$ cat config.mk
export PLATFORM = sky130hd
export DESIGN_NAME = shell_line_tokenizer
export DESIGN_NICKNAME = d
export VERILOG_FILES = /design/src/hdl/slt_pkg.sv /design/src/hdl/slt_front.sv /design/src/hdl/slt_queue.sv /design/src/hdl/slt_back.sv /design/src/hdl/shell_line_tokenizer.sv
export VERILOG_INCLUDE_DIRS = /design/src /design/src/hdl
export SDC_FILE = /design/constraint.sdc
export NUM_CORES = 1
export LEC_CHECK = 0
export BUFFER_PORTS_ARGS = -buffer_cell sky130_fd_sc_hd__buf_2
export CAP_MARGIN = 10
export CELL_PAD_IN_SITES_DETAIL_PLACEMENT = 2
export CELL_PAD_IN_SITES_GLOBAL_PLACEMENT = 2
export CORE_MARGIN = 2
export CORE_UTILIZATION = 50
export CTS_CLUSTER_SIZE = 14
export DETAILED_ROUTE_END_ITERATION = 12
export HOLD_SLACK_MARGIN = 0.08
export PLACE_DENSITY_LB_ADDON = 0.1
export REMOVE_ABC_BUFFERS = 1
export SLEW_MARGIN = 10
export SYNTH_ARGS = -nofsm -noshare
export SYNTH_HDL_FRONTEND = slang
export SYNTH_HIERARCHICAL = 1
export SYNTH_SLANG_ARGS = --single-unit
$ cat constraint.sdc
create_clock -name clk -period 11.9 [get_ports clk]
set_input_delay 2.38 -clock clk [delete_from_list [all_inputs] [get_ports clk]]
set_output_delay 2.38 -clock clk [all_outputs]
set_load 0.02 [all_outputs]
$ cat src/hdl/assert_macros.svh
// ----------------------------------------------------------------------------
// assertion macros
// shared concurrent check forms, clocked on the rising edge and held off in reset
// ----------------------------------------------------------------------------
`ifndef ASSERT_MACROS_SVH
`define ASSERT_MACROS_SVH

// expression must hold at every edge out of reset
`define CHK_ALWAYS(lbl, clk, rst_n, expr) \
  lbl: assert property (@(posedge clk) disable iff (!rst_n) (expr)) \
    else $error("invariant check failed");

// consequent must hold in the same cycle as the antecedent
`define CHK_IMPLY(lbl, clk, rst_n, ante, cons) \
  lbl: assert property (@(posedge clk) disable iff (!rst_n) (ante) |-> (cons)) \
    else $error("implication check failed");

`endif

$ cat src/hdl/slt_pkg.sv
// ----------------------------------------------------------------------------
// slt_pkg
// types and constants shared by the command line tokenizer modules
// ----------------------------------------------------------------------------
package slt_pkg;

  localparam int MAX_TOKENS_DEF = 32;
  localparam int MAX_LINE_DEF   = 4096;

  localparam int START_W = 12;
  localparam int LEN_W   = 13;
  localparam int RES_MAX = 3;
  localparam int RES_IDX_W = $clog2(RES_MAX);
  localparam int RES_CNT_W = $clog2(RES_MAX + 1);

  // result group queue between lexer and issue stage
  localparam int QDEPTH = 4;
  localparam int QPTR_W = $clog2(QDEPTH);
  localparam int QCNT_W = $clog2(QDEPTH + 1);

  localparam logic [7:0] CH_SPACE  = 8'h20;
  localparam logic [7:0] CH_PIPE   = 8'h7C;
  localparam logic [7:0] CH_LT     = 8'h3C;
  localparam logic [7:0] CH_GT     = 8'h3E;
  localparam logic [7:0] CH_SQUOTE = 8'h27;
  localparam logic [7:0] CH_DQUOTE = 8'h22;

  typedef enum logic [2:0] {
    KIND_WORD    = 3'd0,
    KIND_QUOTED  = 3'd1,
    KIND_PIPE    = 3'd2,
    KIND_IN      = 3'd3,
    KIND_OUT     = 3'd4,
    KIND_HEREDOC = 3'd5,
    KIND_APPEND  = 3'd6,
    KIND_NONE    = 3'd7
  } kind_t;

  typedef enum logic [1:0] {
    ERR_NONE   = 2'd0,
    ERR_SYNTAX = 2'd1,
    ERR_TOKENS = 2'd2,
    ERR_LONG   = 2'd3
  } err_t;

  typedef enum logic [1:0] {
    MODE_NORMAL = 2'd0,
    MODE_QUOTE  = 2'd1,
    MODE_ERROR  = 2'd2
  } mode_t;

  typedef enum logic [1:0] {
    RED_NONE = 2'd0,
    RED_IN   = 2'd1,
    RED_OUT  = 2'd2
  } redir_t;

  typedef struct packed {
    kind_t              kind;
    logic [START_W-1:0] start;
    logic [LEN_W-1:0]   len;
    err_t               err;
    logic               line_done;
    logic               last_of_run;
  } res_t;

  // all results caused by one input item, a byte or an end of line
  typedef struct packed {
    res_t [RES_MAX-1:0]   res;
    logic [RES_CNT_W-1:0] cnt;
  } bundle_t;

endpackage

$ cat src/hdl/slt_front.sv
// ----------------------------------------------------------------------------
// slt_front
// lexer front: classifies each byte, updates line state, builds result group
// ----------------------------------------------------------------------------
module slt_front #(
  parameter int MAX_TOKENS = slt_pkg::MAX_TOKENS_DEF,
  parameter int MAX_LINE   = slt_pkg::MAX_LINE_DEF
) (
  input  logic             clk,
  input  logic             rst_n,
  input  logic             take_i,
  input  logic [7:0]       character_i,
  input  logic             end_of_line_i,
  output logic             push_o,
  output slt_pkg::bundle_t bundle_o
);

  localparam int PW = $clog2(MAX_LINE + 1);
  localparam int CW = $clog2(MAX_TOKENS + 1);
  localparam int SW = slt_pkg::START_W;
  localparam int LW = slt_pkg::LEN_W;
  localparam int NW = slt_pkg::RES_CNT_W;
  localparam int IW = slt_pkg::RES_IDX_W;

  typedef struct packed {
    logic [PW-1:0]                   pos;
    logic [PW-1:0]                   tb;
    slt_pkg::mode_t                  mode;
    logic                            qd;
    slt_pkg::redir_t                 pr;
    slt_pkg::kind_t                  pk;
    logic [CW-1:0]                   tc;
    slt_pkg::err_t                   lerr;
    logic [NW-1:0]                   n;
    slt_pkg::res_t [slt_pkg::RES_MAX-1:0] res;
  } st_t;

  logic [PW-1:0]   pos_r, tb_r;
  slt_pkg::mode_t  mode_r;
  logic            qd_r;
  slt_pkg::redir_t pr_r;
  slt_pkg::kind_t  pk_r;
  logic [CW-1:0]   tc_r;
  slt_pkg::err_t   lerr_r;
  st_t             s_nxt;

  function automatic st_t f_put(st_t s, slt_pkg::kind_t k, logic [PW-1:0] start,
                                logic [PW-1:0] len, slt_pkg::err_t e);
    st_t r;
    r = s;
    if (r.n < NW'(slt_pkg::RES_MAX)) begin
      r.res[IW'(r.n)].kind        = k;
      r.res[IW'(r.n)].start       = SW'(start);
      r.res[IW'(r.n)].len         = LW'(len);
      r.res[IW'(r.n)].err         = e;
      r.res[IW'(r.n)].line_done   = 1'b0;
      r.res[IW'(r.n)].last_of_run = 1'b0;
      r.n = r.n + NW'(1);
    end
    return r;
  endfunction

  function automatic st_t f_fail(st_t s, slt_pkg::err_t e);
    st_t r;
    r = f_put(s, slt_pkg::KIND_NONE, '0, '0, e);
    r.mode = slt_pkg::MODE_ERROR;
    r.lerr = e;
    return r;
  endfunction

  function automatic st_t f_emit(st_t s, slt_pkg::kind_t k, logic [PW-1:0] start,
                                 logic [PW-1:0] len);
    st_t r;
    if (s.tc >= CW'(MAX_TOKENS)) begin
      r = f_fail(s, slt_pkg::ERR_TOKENS);
    end else begin
      r = f_put(s, k, start, len, slt_pkg::ERR_NONE);
      r.tc = s.tc + CW'(1);
      r.pk = k;
    end
    return r;
  endfunction

  function automatic st_t f_flush(st_t s);
    st_t r;
    r = s;
    if (s.pos > s.tb) begin
      r = f_emit(s, slt_pkg::KIND_WORD, s.tb, s.pos - s.tb);
    end
    return r;
  endfunction

  function automatic logic f_is_redir(slt_pkg::kind_t k);
    return (k == slt_pkg::KIND_IN) || (k == slt_pkg::KIND_OUT) ||
           (k == slt_pkg::KIND_HEREDOC) || (k == slt_pkg::KIND_APPEND);
  endfunction

  // normal mode with no redirect waiting
  function automatic st_t f_take_byte(st_t s, logic [7:0] c);
    st_t r;
    r = s;
    if (c == slt_pkg::CH_SPACE) begin
      r = f_flush(r);
      if (r.mode != slt_pkg::MODE_ERROR) r.tb = r.pos + PW'(1);
    end else if (c == slt_pkg::CH_PIPE) begin
      r = f_flush(r);
      if (r.mode != slt_pkg::MODE_ERROR) begin
        if (r.pk == slt_pkg::KIND_NONE || r.pk == slt_pkg::KIND_PIPE ||
            r.pk == slt_pkg::KIND_IN || r.pk == slt_pkg::KIND_HEREDOC) begin
          r = f_fail(r, slt_pkg::ERR_SYNTAX);
        end else begin
          r = f_emit(r, slt_pkg::KIND_PIPE, r.pos, PW'(1));
          if (r.mode != slt_pkg::MODE_ERROR) r.tb = r.pos + PW'(1);
        end
      end
    end else if (c == slt_pkg::CH_SQUOTE || c == slt_pkg::CH_DQUOTE) begin
      r.mode = slt_pkg::MODE_QUOTE;
      r.qd   = (c == slt_pkg::CH_DQUOTE);
    end else if (c == slt_pkg::CH_LT || c == slt_pkg::CH_GT) begin
      r = f_flush(r);
      if (r.mode != slt_pkg::MODE_ERROR) begin
        if (f_is_redir(r.pk)) begin
          r = f_fail(r, slt_pkg::ERR_SYNTAX);
        end else begin
          r.pr = (c == slt_pkg::CH_LT) ? slt_pkg::RED_IN : slt_pkg::RED_OUT;
          r.tb = r.pos;
        end
      end
    end
    return r;
  endfunction

  function automatic st_t f_take_char(st_t s, logic [7:0] c);
    st_t  r;
    logic red_in;
    r = s;
    red_in = (s.pr == slt_pkg::RED_IN);
    if (s.mode == slt_pkg::MODE_ERROR) begin
      r = s;
    end else if (s.pos >= PW'(MAX_LINE)) begin
      r = f_fail(s, slt_pkg::ERR_LONG);
    end else begin
      if (s.mode == slt_pkg::MODE_QUOTE) begin
        if (c == (s.qd ? slt_pkg::CH_DQUOTE : slt_pkg::CH_SQUOTE)) begin
          r = f_emit(r, slt_pkg::KIND_QUOTED, s.tb, s.pos + PW'(1) - s.tb);
          if (r.mode != slt_pkg::MODE_ERROR) begin
            r.mode = slt_pkg::MODE_NORMAL;
            r.tb   = s.pos + PW'(1);
          end
        end
      end else if (s.pr != slt_pkg::RED_NONE) begin
        r.pr = slt_pkg::RED_NONE;
        if (c == (red_in ? slt_pkg::CH_LT : slt_pkg::CH_GT)) begin
          r = f_emit(r, red_in ? slt_pkg::KIND_HEREDOC : slt_pkg::KIND_APPEND,
                     s.tb, PW'(2));
          if (r.mode != slt_pkg::MODE_ERROR) r.tb = s.pos + PW'(1);
        end else begin
          r = f_emit(r, red_in ? slt_pkg::KIND_IN : slt_pkg::KIND_OUT, s.tb, PW'(1));
          if (r.mode != slt_pkg::MODE_ERROR) begin
            r.tb = s.pos;
            r = f_take_byte(r, c);
          end
        end
      end else begin
        r = f_take_byte(r, c);
      end
      r.pos = s.pos + PW'(1);
    end
    return r;
  endfunction

  function automatic st_t f_end_line(st_t s);
    st_t r;
    r = s;
    if (s.mode == slt_pkg::MODE_ERROR) begin
      r = f_put(s, slt_pkg::KIND_NONE, '0, '0, s.lerr);
    end else if (s.mode == slt_pkg::MODE_QUOTE) begin
      r = f_fail(s, slt_pkg::ERR_SYNTAX);
    end else begin
      if (s.pr != slt_pkg::RED_NONE) begin
        r.pr = slt_pkg::RED_NONE;
        r = f_emit(r, (s.pr == slt_pkg::RED_IN) ? slt_pkg::KIND_IN : slt_pkg::KIND_OUT,
                   s.tb, PW'(1));
      end else begin
        r = f_flush(r);
      end
      if (r.mode != slt_pkg::MODE_ERROR &&
          (r.pk == slt_pkg::KIND_PIPE || f_is_redir(r.pk))) begin
        r = f_fail(r, slt_pkg::ERR_SYNTAX);
      end
    end
    // empty line still reports once
    if (r.n == NW'(0)) r = f_put(r, slt_pkg::KIND_NONE, '0, '0, slt_pkg::ERR_NONE);
    r.res[IW'(r.n - NW'(1))].line_done = 1'b1;
    r.pos  = '0;
    r.tb   = '0;
    r.mode = slt_pkg::MODE_NORMAL;
    r.qd   = 1'b0;
    r.pr   = slt_pkg::RED_NONE;
    r.pk   = slt_pkg::KIND_NONE;
    r.tc   = '0;
    r.lerr = slt_pkg::ERR_NONE;
    return r;
  endfunction

  always_comb begin
    st_t cur;
    cur      = '0;
    cur.pos  = pos_r;
    cur.tb   = tb_r;
    cur.mode = mode_r;
    cur.qd   = qd_r;
    cur.pr   = pr_r;
    cur.pk   = pk_r;
    cur.tc   = tc_r;
    cur.lerr = lerr_r;
    cur.n    = '0;
    for (int i = 0; i < slt_pkg::RES_MAX; i++) begin
      cur.res[i].kind = slt_pkg::KIND_NONE;
      cur.res[i].err  = slt_pkg::ERR_NONE;
    end
    if (end_of_line_i) begin
      s_nxt = f_end_line(cur);
    end else begin
      s_nxt = f_take_char(cur, character_i);
    end
    if (s_nxt.n != NW'(0)) s_nxt.res[IW'(s_nxt.n - NW'(1))].last_of_run = 1'b1;
  end

  assign push_o       = take_i && (s_nxt.n != NW'(0));
  assign bundle_o.res = s_nxt.res;
  assign bundle_o.cnt = s_nxt.n;

  always_ff @(posedge clk) begin
    if (!rst_n) begin
      pos_r  <= '0;
      tb_r   <= '0;
      mode_r <= slt_pkg::MODE_NORMAL;
      qd_r   <= 1'b0;
      pr_r   <= slt_pkg::RED_NONE;
      pk_r   <= slt_pkg::KIND_NONE;
      tc_r   <= '0;
      lerr_r <= slt_pkg::ERR_NONE;
    end else if (take_i) begin
      pos_r  <= s_nxt.pos;
      tb_r   <= s_nxt.tb;
      mode_r <= s_nxt.mode;
      qd_r   <= s_nxt.qd;
      pr_r   <= s_nxt.pr;
      pk_r   <= s_nxt.pk;
      tc_r   <= s_nxt.tc;
      lerr_r <= s_nxt.lerr;
    end
  end

endmodule

$ cat src/hdl/slt_queue.sv
// ----------------------------------------------------------------------------
// slt_queue
// short queue of result groups between the lexer front and the issue stage
// ----------------------------------------------------------------------------
`include "assert_macros.svh"

module slt_queue (
  input  logic             clk,
  input  logic             rst_n,
  input  logic             push_i,
  input  slt_pkg::bundle_t bundle_i,
  output logic             full_o,
  input  logic             pop_i,
  output slt_pkg::bundle_t head_o,
  output logic             empty_o
);

  localparam int PTRW = slt_pkg::QPTR_W;
  localparam int CNTW = slt_pkg::QCNT_W;

  slt_pkg::bundle_t mem_r [slt_pkg::QDEPTH];
  logic [PTRW-1:0]  wr_ptr_r, rd_ptr_r;
  logic [CNTW-1:0]  cnt_r;
  logic             do_push, do_pop;

  assign full_o  = (cnt_r == CNTW'(slt_pkg::QDEPTH));
  assign empty_o = (cnt_r == CNTW'(0));
  assign head_o  = mem_r[rd_ptr_r];
  assign do_push = push_i && !full_o;
  assign do_pop  = pop_i && !empty_o;

  always_ff @(posedge clk) begin
    if (do_push) mem_r[wr_ptr_r] <= bundle_i;
  end

  always_ff @(posedge clk) begin
    if (!rst_n) begin
      wr_ptr_r <= '0;
      rd_ptr_r <= '0;
      cnt_r    <= '0;
    end else begin
      if (do_push) begin
        wr_ptr_r <= (wr_ptr_r == PTRW'(slt_pkg::QDEPTH - 1)) ? '0 : wr_ptr_r + PTRW'(1);
      end
      if (do_pop) begin
        rd_ptr_r <= (rd_ptr_r == PTRW'(slt_pkg::QDEPTH - 1)) ? '0 : rd_ptr_r + PTRW'(1);
      end
      if (do_push && !do_pop) cnt_r <= cnt_r + CNTW'(1);
      else if (do_pop && !do_push) cnt_r <= cnt_r - CNTW'(1);
    end
  end

  `CHK_ALWAYS(a_cnt_bound, clk, rst_n, cnt_r <= CNTW'(slt_pkg::QDEPTH))
  `CHK_IMPLY(a_push_room, clk, rst_n, push_i, !full_o)

endmodule

$ cat src/hdl/slt_back.sv
// ----------------------------------------------------------------------------
// slt_back
// issue stage: walks each result group and hands results out one per transfer
// ----------------------------------------------------------------------------
`include "assert_macros.svh"

module slt_back (
  input  logic             clk,
  input  logic             rst_n,
  input  slt_pkg::bundle_t q_head_i,
  input  logic             q_empty_i,
  output logic             q_pop_o,
  input  logic             out_pop_i,
  output logic             out_valid_o,
  output slt_pkg::res_t    out_res_o
);

  localparam int IW = slt_pkg::RES_IDX_W;
  localparam int NW = slt_pkg::RES_CNT_W;

  logic [IW-1:0] idx_r;
  logic          out_valid_r;
  slt_pkg::res_t out_r;
  logic          adv, head_last;

  // load the output register when it is free or being drained this cycle
  assign adv       = !q_empty_i && (!out_valid_r || out_pop_i);
  assign head_last = (NW'(idx_r) == q_head_i.cnt - NW'(1));
  assign q_pop_o   = adv && head_last;

  always_ff @(posedge clk) begin
    if (adv) out_r <= q_head_i.res[idx_r];
  end

  always_ff @(posedge clk) begin
    if (!rst_n) begin
      idx_r       <= '0;
      out_valid_r <= 1'b0;
    end else if (adv) begin
      out_valid_r <= 1'b1;
      idx_r       <= head_last ? '0 : idx_r + IW'(1);
    end else if (out_pop_i) begin
      out_valid_r <= 1'b0;
    end
  end

  assign out_valid_o = out_valid_r;
  assign out_res_o   = out_r;

  `CHK_IMPLY(a_group_nonempty, clk, rst_n, !q_empty_i, q_head_i.cnt != NW'(0))
  `CHK_IMPLY(a_idx_in_group, clk, rst_n, !q_empty_i, NW'(idx_r) < q_head_i.cnt)
  `CHK_IMPLY(a_group_end_flag, clk, rst_n, adv && head_last, q_head_i.res[idx_r].last_of_run)

endmodule

$ cat src/hdl/shell_line_tokenizer.sv
// ----------------------------------------------------------------------------
// shell_line_tokenizer
// streaming lexer for one shell command line, token descriptors out
// ----------------------------------------------------------------------------
// Bytes enter one per cycle whenever in_full is low; end of line is an item of its
// own with in_end_of_line set. Each item yields zero to three results, grouped and
// placed in a four-entry group queue by the lexer front at the edge of the
// transfer; the issue stage then drains the queue into the output register, one
// result per cycle unless a full output register waits for out_pop; a result goes
// through a queue entry and then the output register. Input throughput is one byte
// per cycle as long as results are popped at least as fast as they are produced;
// the output register and its one-result-per-cycle drain set the sustained rate when
// bytes close several tokens at once. Offsets and lengths wrap to 12 and 13 bits.
module shell_line_tokenizer #(
  parameter int MAX_TOKENS = slt_pkg::MAX_TOKENS_DEF,
  parameter int MAX_LINE   = slt_pkg::MAX_LINE_DEF
) (
  input  logic        clk,
  input  logic        rst_n,
  input  logic        in_push,
  output logic        in_full,
  input  logic [7:0]  in_character,
  input  logic        in_end_of_line,
  output logic        out_empty,
  input  logic        out_pop,
  output logic [2:0]  out_token_kind,
  output logic [11:0] out_token_start,
  output logic [12:0] out_token_length,
  output logic [1:0]  out_error_code,
  output logic        out_line_done,
  output logic        out_last_of_run
);

  logic             take, f_push, q_full, q_empty, q_pop, out_valid;
  slt_pkg::bundle_t f_bundle, q_head;
  slt_pkg::res_t    out_res;

  assign take    = in_push && !q_full;
  assign in_full = q_full;

  slt_front #(
    .MAX_TOKENS(MAX_TOKENS),
    .MAX_LINE  (MAX_LINE)
  ) u_front (
    .clk          (clk),
    .rst_n        (rst_n),
    .take_i       (take),
    .character_i  (in_character),
    .end_of_line_i(in_end_of_line),
    .push_o       (f_push),
    .bundle_o     (f_bundle)
  );

  slt_queue u_queue (
    .clk     (clk),
    .rst_n   (rst_n),
    .push_i  (f_push),
    .bundle_i(f_bundle),
    .full_o  (q_full),
    .pop_i   (q_pop),
    .head_o  (q_head),
    .empty_o (q_empty)
  );

  slt_back u_back (
    .clk        (clk),
    .rst_n      (rst_n),
    .q_head_i   (q_head),
    .q_empty_i  (q_empty),
    .q_pop_o    (q_pop),
    .out_pop_i  (out_pop && out_valid),
    .out_valid_o(out_valid),
    .out_res_o  (out_res)
  );

  assign out_empty        = !out_valid;
  assign out_token_kind   = 3'(out_res.kind);
  assign out_token_start  = out_res.start;
  assign out_token_length = out_res.len;
  assign out_error_code   = 2'(out_res.err);
  assign out_line_done    = out_res.line_done;
  assign out_last_of_run  = out_res.last_of_run;

endmodule

; ---- Word-level counts from Yosys, hierarchy flattened
; Memories as Yosys holds them, arrays and structs flattened. A register that Yosys moved wholly into a read port is not among the register bits.
; Cells that the tools add are included.
[classes]
n_div = 0
n_shift = 0
eq_ne = 63
n_mul = 0
reduce_logical = 61
n_lt_le_gt_ge = 33
n_addsub = 27
bitwise_logic = 0
mux = 333
[ops]
columns = cell, count
row1 = 140-bit 2-to-1 mux, 79
row2 = 96-bit bitwise mux, 68
row3 = 127-bit 2-to-1 mux, 26
row4 = 32-bit demux with 2-bit select, 44
row5 = 98-bit 2-to-1 mux, 18
row6 = 114-bit 2-to-1 mux, 15
row7 = 32-bit 2-to-1 mux, 8
row8 = 111-bit 2-to-1 mux, 2
row9 = 29-bit 2-to-1 mux, 7
row10 = 100-bit 2-to-1 mux, 2
row11 = 17-bit 2-to-1 mux, 7
row12 = 13-bit 2-to-1 mux, 9
row13 = 96-bit 2-to-1 mux, 1
row14 = "13-bit by 1-bit adder with 13-bit output, second input constant", 5
row15 = 32-bit binary-select mux with 2-bit select, 1
row16 = "3-bit == test, second input constant", 14
row17 = "8-bit by 6-bit == test with 1-bit output, second input constant", 5
row18 = 13-bit subtractor, 3
row19 = 2-bit 2-to-1 mux, 18
row20 = "2-bit by 3-bit less-than comparator with 1-bit output, second input constant", 10
row21 = "2-bit inequality test, second input constant", 15
row22 = 4-bit 2-to-1 mux, 7
row23 = 13-bit greater-than comparator, 2
row24 = "6-bit by 1-bit adder with 6-bit output, second input constant", 4
row25 = 41 further kinds, 147
[totals]
register_bits = 84
n_memories = 1
ramBits = 392
input_bits = 13
word_cells = 537
latch_bits = 0
romBits = 0
[mem_list]
columns = memory, words, word_bits, rd, rd_clocked_by_memory_dff, write_ports, line_no
row1 = u_queue.mem_r, 4, 98, 1, 1, 1, slt_queue.sv:21  ; slt_pkg::bundle_t mem_r [slt_pkg::QDEPTH];

; ---- Longest topological paths before layout
[depth]
ltp_word = 74
mapped_depth = 26
mapped_depth_nobuf = 23

; ---- Cells and area by module
; Netlist, hierarchy kept.
[by_module_without_submodules]
columns = module, cells_per_inst, area_each_um2, seq_area_each_um2, n_inst
row1 = slt_queue, 563, 14590.2, 11951.5, 1
row2 = slt_front, 1144, 7593.5, 840.8, 1
row3 = slt_back, 161, 1814.2, 1021.0, 1
row4 = shell_line_tokenizer, 3, 23.8, 0.0, 1

; ---- Least setup slack after synthesis
; Ideal clock, no wire load.
[synth_timing]
kind = input to register
from = input port in_character[0]
to = memory u_queue/mem_r[0][0] (netlist name), enable pin
t_required_ns = 11.432
arrival_ns = 6.767
slack_ns = 4.665
stages = 12
cell_sequence = nand4b_2 > or3_1 > clkbuf_1 > nor2_2 > nor2_1 > nand3_1 > a2111oi_0 > o311ai_2 > o21a_1 > nor2b_1 > clkbuf_1 > and2_1
[synth_rtl]
columns = item, line_no
row1 = start: declaration, shell_line_tokenizer.sv:22  ; input logic [7:0] in_character,
row2 = end: declaration, slt_queue.sv:21

==> qor.yml <==
r2r_slack_ns: 4.41
async_reset_ff_frac: 0
hold-worst-slack_ns: 0.509
fillers: 4367
antenna_found_initial: 5
cts_tree: "done"
internal_power_mw: 3.44
crit_chain: "buf_2 -> nand4b_2 -> or3_1 -> nor2_2 -> nor2_1 -> nand3_1 -> a2111oi_0 -> o311ai_2 -> o21a_1 -> nor2b_1 -> and2_4 -> buf_4"
grtUsageTotal: 0.415
power.density_nw_per_um2: 197
arrival_ns: 8.12
drtAntennaViolNets: 0
clk_pin_slew_ns: 0.06
grt_pass1_wl_microns: 147000
drc_errors: 0
finalClockSkew_ns: 0.0452
cts_sinks: 478
layout_setup_ws_ns: 4.03
coreArea_sq_um: 47500
netlist_instances: 1871
wirelength_microns: 102000
avgSynthCellArea_sq_um: 12.8
rows: 80
avgRoutedWirePerCell_microns: 41.0
seq_power_share: 0.427
rr_startpoint: "u_front/pos_r[2]"
die_area_sq_um: 49800
drt_iter0_markers: 2074
finalNetCount: 1895
grt_pass1_vias: 19500
wl_met3_microns: 9340
grt_max_degree: 61
postCtsHoldBufs: 0
place_ws_ns: 3.71
crit_slowest_cell: "and2_4"
yosys.area.top_type: "edfxtp_1"
synth.area.top_cells: "edfxtp_1, mux4_2, dfxtp_1"
worst-r2r-cell-count: 19
clk_path_buf_depth: 3
num_vias: 18300
cap_violations: 0
required_ns: 12.15
slew_headroom: 0.165
clockRootBuffer: "clkbuf_16"
synth_edf_count: 424
max_freq_mhz: 127
switching_share: 0.329
syn-cell-area_sq_um: 24000
rr_endpoint: "u_queue/mem_r[0][9]"
utilization: 0.548
combPwrFrac: 0.225
cts_resized: 0
finalSetupViolCount: 0
worst_setup_path_end_kind: "register"
clock_latency_ns: 0.66
met1Wirelength_microns: 35500
gp_congestion: 0.917
routed.top_layer: "met5"
slew_violations: 0
synth-seq-cells: 478
die_h_microns: 223
crit_fanout: 54
clockPowerShare: 0.348
pin_count: 47
period_share: 0.662
wl_met2_microns: 48800
p_sw_mw: 1.69
grt_setup_unrepaired: "no"
ys_types: 94
vias_per_cell: 7.34
total_power_mw: 5.13
final.setup.tns_ns: 0
h-tree-depth: 2
peakVddDrop_mv: 0.223
chipWidth_microns: 223
cts_buffers: 52
dp_hpwl_microns: 60100
whs_path_depth: 2
first_pass_iters: 6
endpoint: "u_queue/mem_r[0][9]"
status: "finished clean"
hp-class: "register to register"
critPathLaunchType: "input pin"
initial_utilization: 0.505
overflow: 0
synthFlopType: "edfxtp_1"
postCtsSetupBuffers: 0
synthToLayoutAreaGrowth_pct: 8.38
port_buffers: 46
synth_top_area_frac: 0.530
crit_start: "in_character[0]"
tightest_slew_ns: 1.25
drive_above_1_share: 0.162
synth_seq_area_share: 0.575
hold_violations: 0
yosysWarnings: 6
period_minus_slack_ns: 7.87
p_leak_nw: 8.65
critPathMaxStageDelay_ns: 0.98
critPathKind: "input pin to register"
-- synthesized netlist by cell type (7+ instances only) --
cell and count:
nor2b_1 13, o22ai_1 15, dfxtp_1 54, a211oi_1 11, and2_1 24, a22o_1 7
or3_1 8, nor2_1 98, mux2i_1 47, buf_4 101, o21ai_0 137, xor2_1 13
ha_1 46, nand3_1 40, clkbuf_1 87, nand2_1 148, xnor2_1 36, nand2b_1 8
buf_2 21, a21o_1 13, and3_1 11, o211ai_1 7, o31ai_1 14, a21oi_1 108
a32oi_1 11, edfxtp_1 424, inv_1 53, a31oi_1 17, nor3_1 31, mux4_2 98
-- worst min-delay path by stage --
stage	startpoint	to	slack [ns]
final	u_queue/wr_ptr_r[1]	u_queue/wr_ptr_r[1]	0.51
after global routing	u_front/tb_r[6]	u_front/tb_r[6]	0.53
after CTS	u_front/tb_r[6]	u_front/tb_r[6]	0.51
after detailed placement	u_front/tb_r[6]	u_front/tb_r[6]	0.48
after global placement	u_front/tb_r[6]	u_front/tb_r[6]	0.48
after floorplan	u_front/tb_r[5]	u_front/tb_r[5]	0.45
-- layout by cell type, fill, tap and decap left out, types with 7 or more instances in the layout --
cell / Yosys / layout
o31ai_1: 14 / 14
nand2b_1: 8 / 8
or3_1: 8 / 8
bufinv_16: 0 / 7
o21ai_0: 137 / 137
a32oi_1: 11 / 11
xnor2_1: 36 / 36
conb_1: 2 / 43
and3_1: 11 / 11
clkbuf_16: 0 / 53
nor2b_1: 13 / 12
edfxtp_1: 424 / 424
a21o_1: 13 / 13
a211oi_1: 11 / 11
dfxtp_1: 54 / 51
nor2_1: 98 / 95
o22ai_1: 15 / 15
nand2_1: 148 / 148
a21oi_1: 108 / 108
and2_1: 24 / 20
o211ai_1: 7 / 7
mux4_2: 98 / 98
buf_4: 101 / 40
inv_1: 53 / 53
ha_1: 46 / 46
buf_2: 21 / 46
xor2_1: 13 / 13
a31oi_1: 17 / 17
clkbuf_1: 87 / 16
a22o_1: 7 / 7
mux2i_1: 47 / 47
nor3_1: 31 / 29
nand3_1: 40 / 39
-- per-layer routing --
metal | GRT usage | vias to the layer above
met4 | 0.280 | 2
li1 | - | 6957
met1 | 0.480 | 9386
met5 | 0 | -
met3 | 0.107 | 541
met2 | 0.683 | 1420
-- stage by stage --
step	instance area (sq um)	cells
3_3_place_gp	24200	2394
4_1_cts	26000	2491
2_1_floorplan	22900	1693
6_report	26000	2495
3_5_place_dp	24200	2394
5_1_grt	26000	2491
-- final cells by class --
cell class	count	area [sq um]	share of cell area
sequential	478	13800	0.531
multi-input combinational	1161	8920	0.342
clock inverter	23	328	0.0126
clock buffer	74	1460	0.0559
inverter	54	203	0.00779
timing repair buffer	86	531	0.0204
antenna	4	10.0	0.000384
tap	615	769	0.0296
-- power groups by stage --
stage | clock, mW | combinational (mW) | sequential, mW
after CTS | 1.79 | 1.12 | 2.19
final | 1.78 | 1.15 | 2.19
after detailed placement | 0 | 1.07 | 2.20
after global placement | 0 | 1.01 | 2.17
after floorplan | 0 | 0.572 | 2.28
after global routing | 1.84 | 1.19 | 2.20
-- logic make-up after synthesis --
kind of cell               count (synthesis)  synth area share
DFF                                      478             0.575
AOI/OAI and AO/OA                        437             0.117
and+or+nand+nor                          435            0.0880
buffers and inverters                    273            0.0619
muxes                                    147             0.112
xor gates and xnor gates                  50            0.0185
adders and majority gates                 49            0.0265
other                                      2          0.000313
-- critical path, delay by kind of cell --
family / cells / cell delay (ns)
AO/OA/AOI/OAI: 3 / 0.97
buffers and inverters: 2 / 0.92
AND/OR/NAND/NOR: 7 / 3.70
-- flip-flops by register name (all words and copies together), names as in the netlist, named ones only --
name,flops
u_back/out_valid_o,1
u_front/tc_r,6
u_queue/wr_ptr_r,2
u_queue/rd_ptr_r,2
u_front/pr_r,2
u_queue/cnt_r,3
u_front/tb_r,13
u_front/lerr_r,2
u_front/pos_r,13
u_front/mode_r,2
u_back/idx_r,2
u_back/out_res_o,32
u_front/qd_r,1
u_front/pk_r,3
u_queue/mem_r,392
Power figures use the tool's default switching activity.
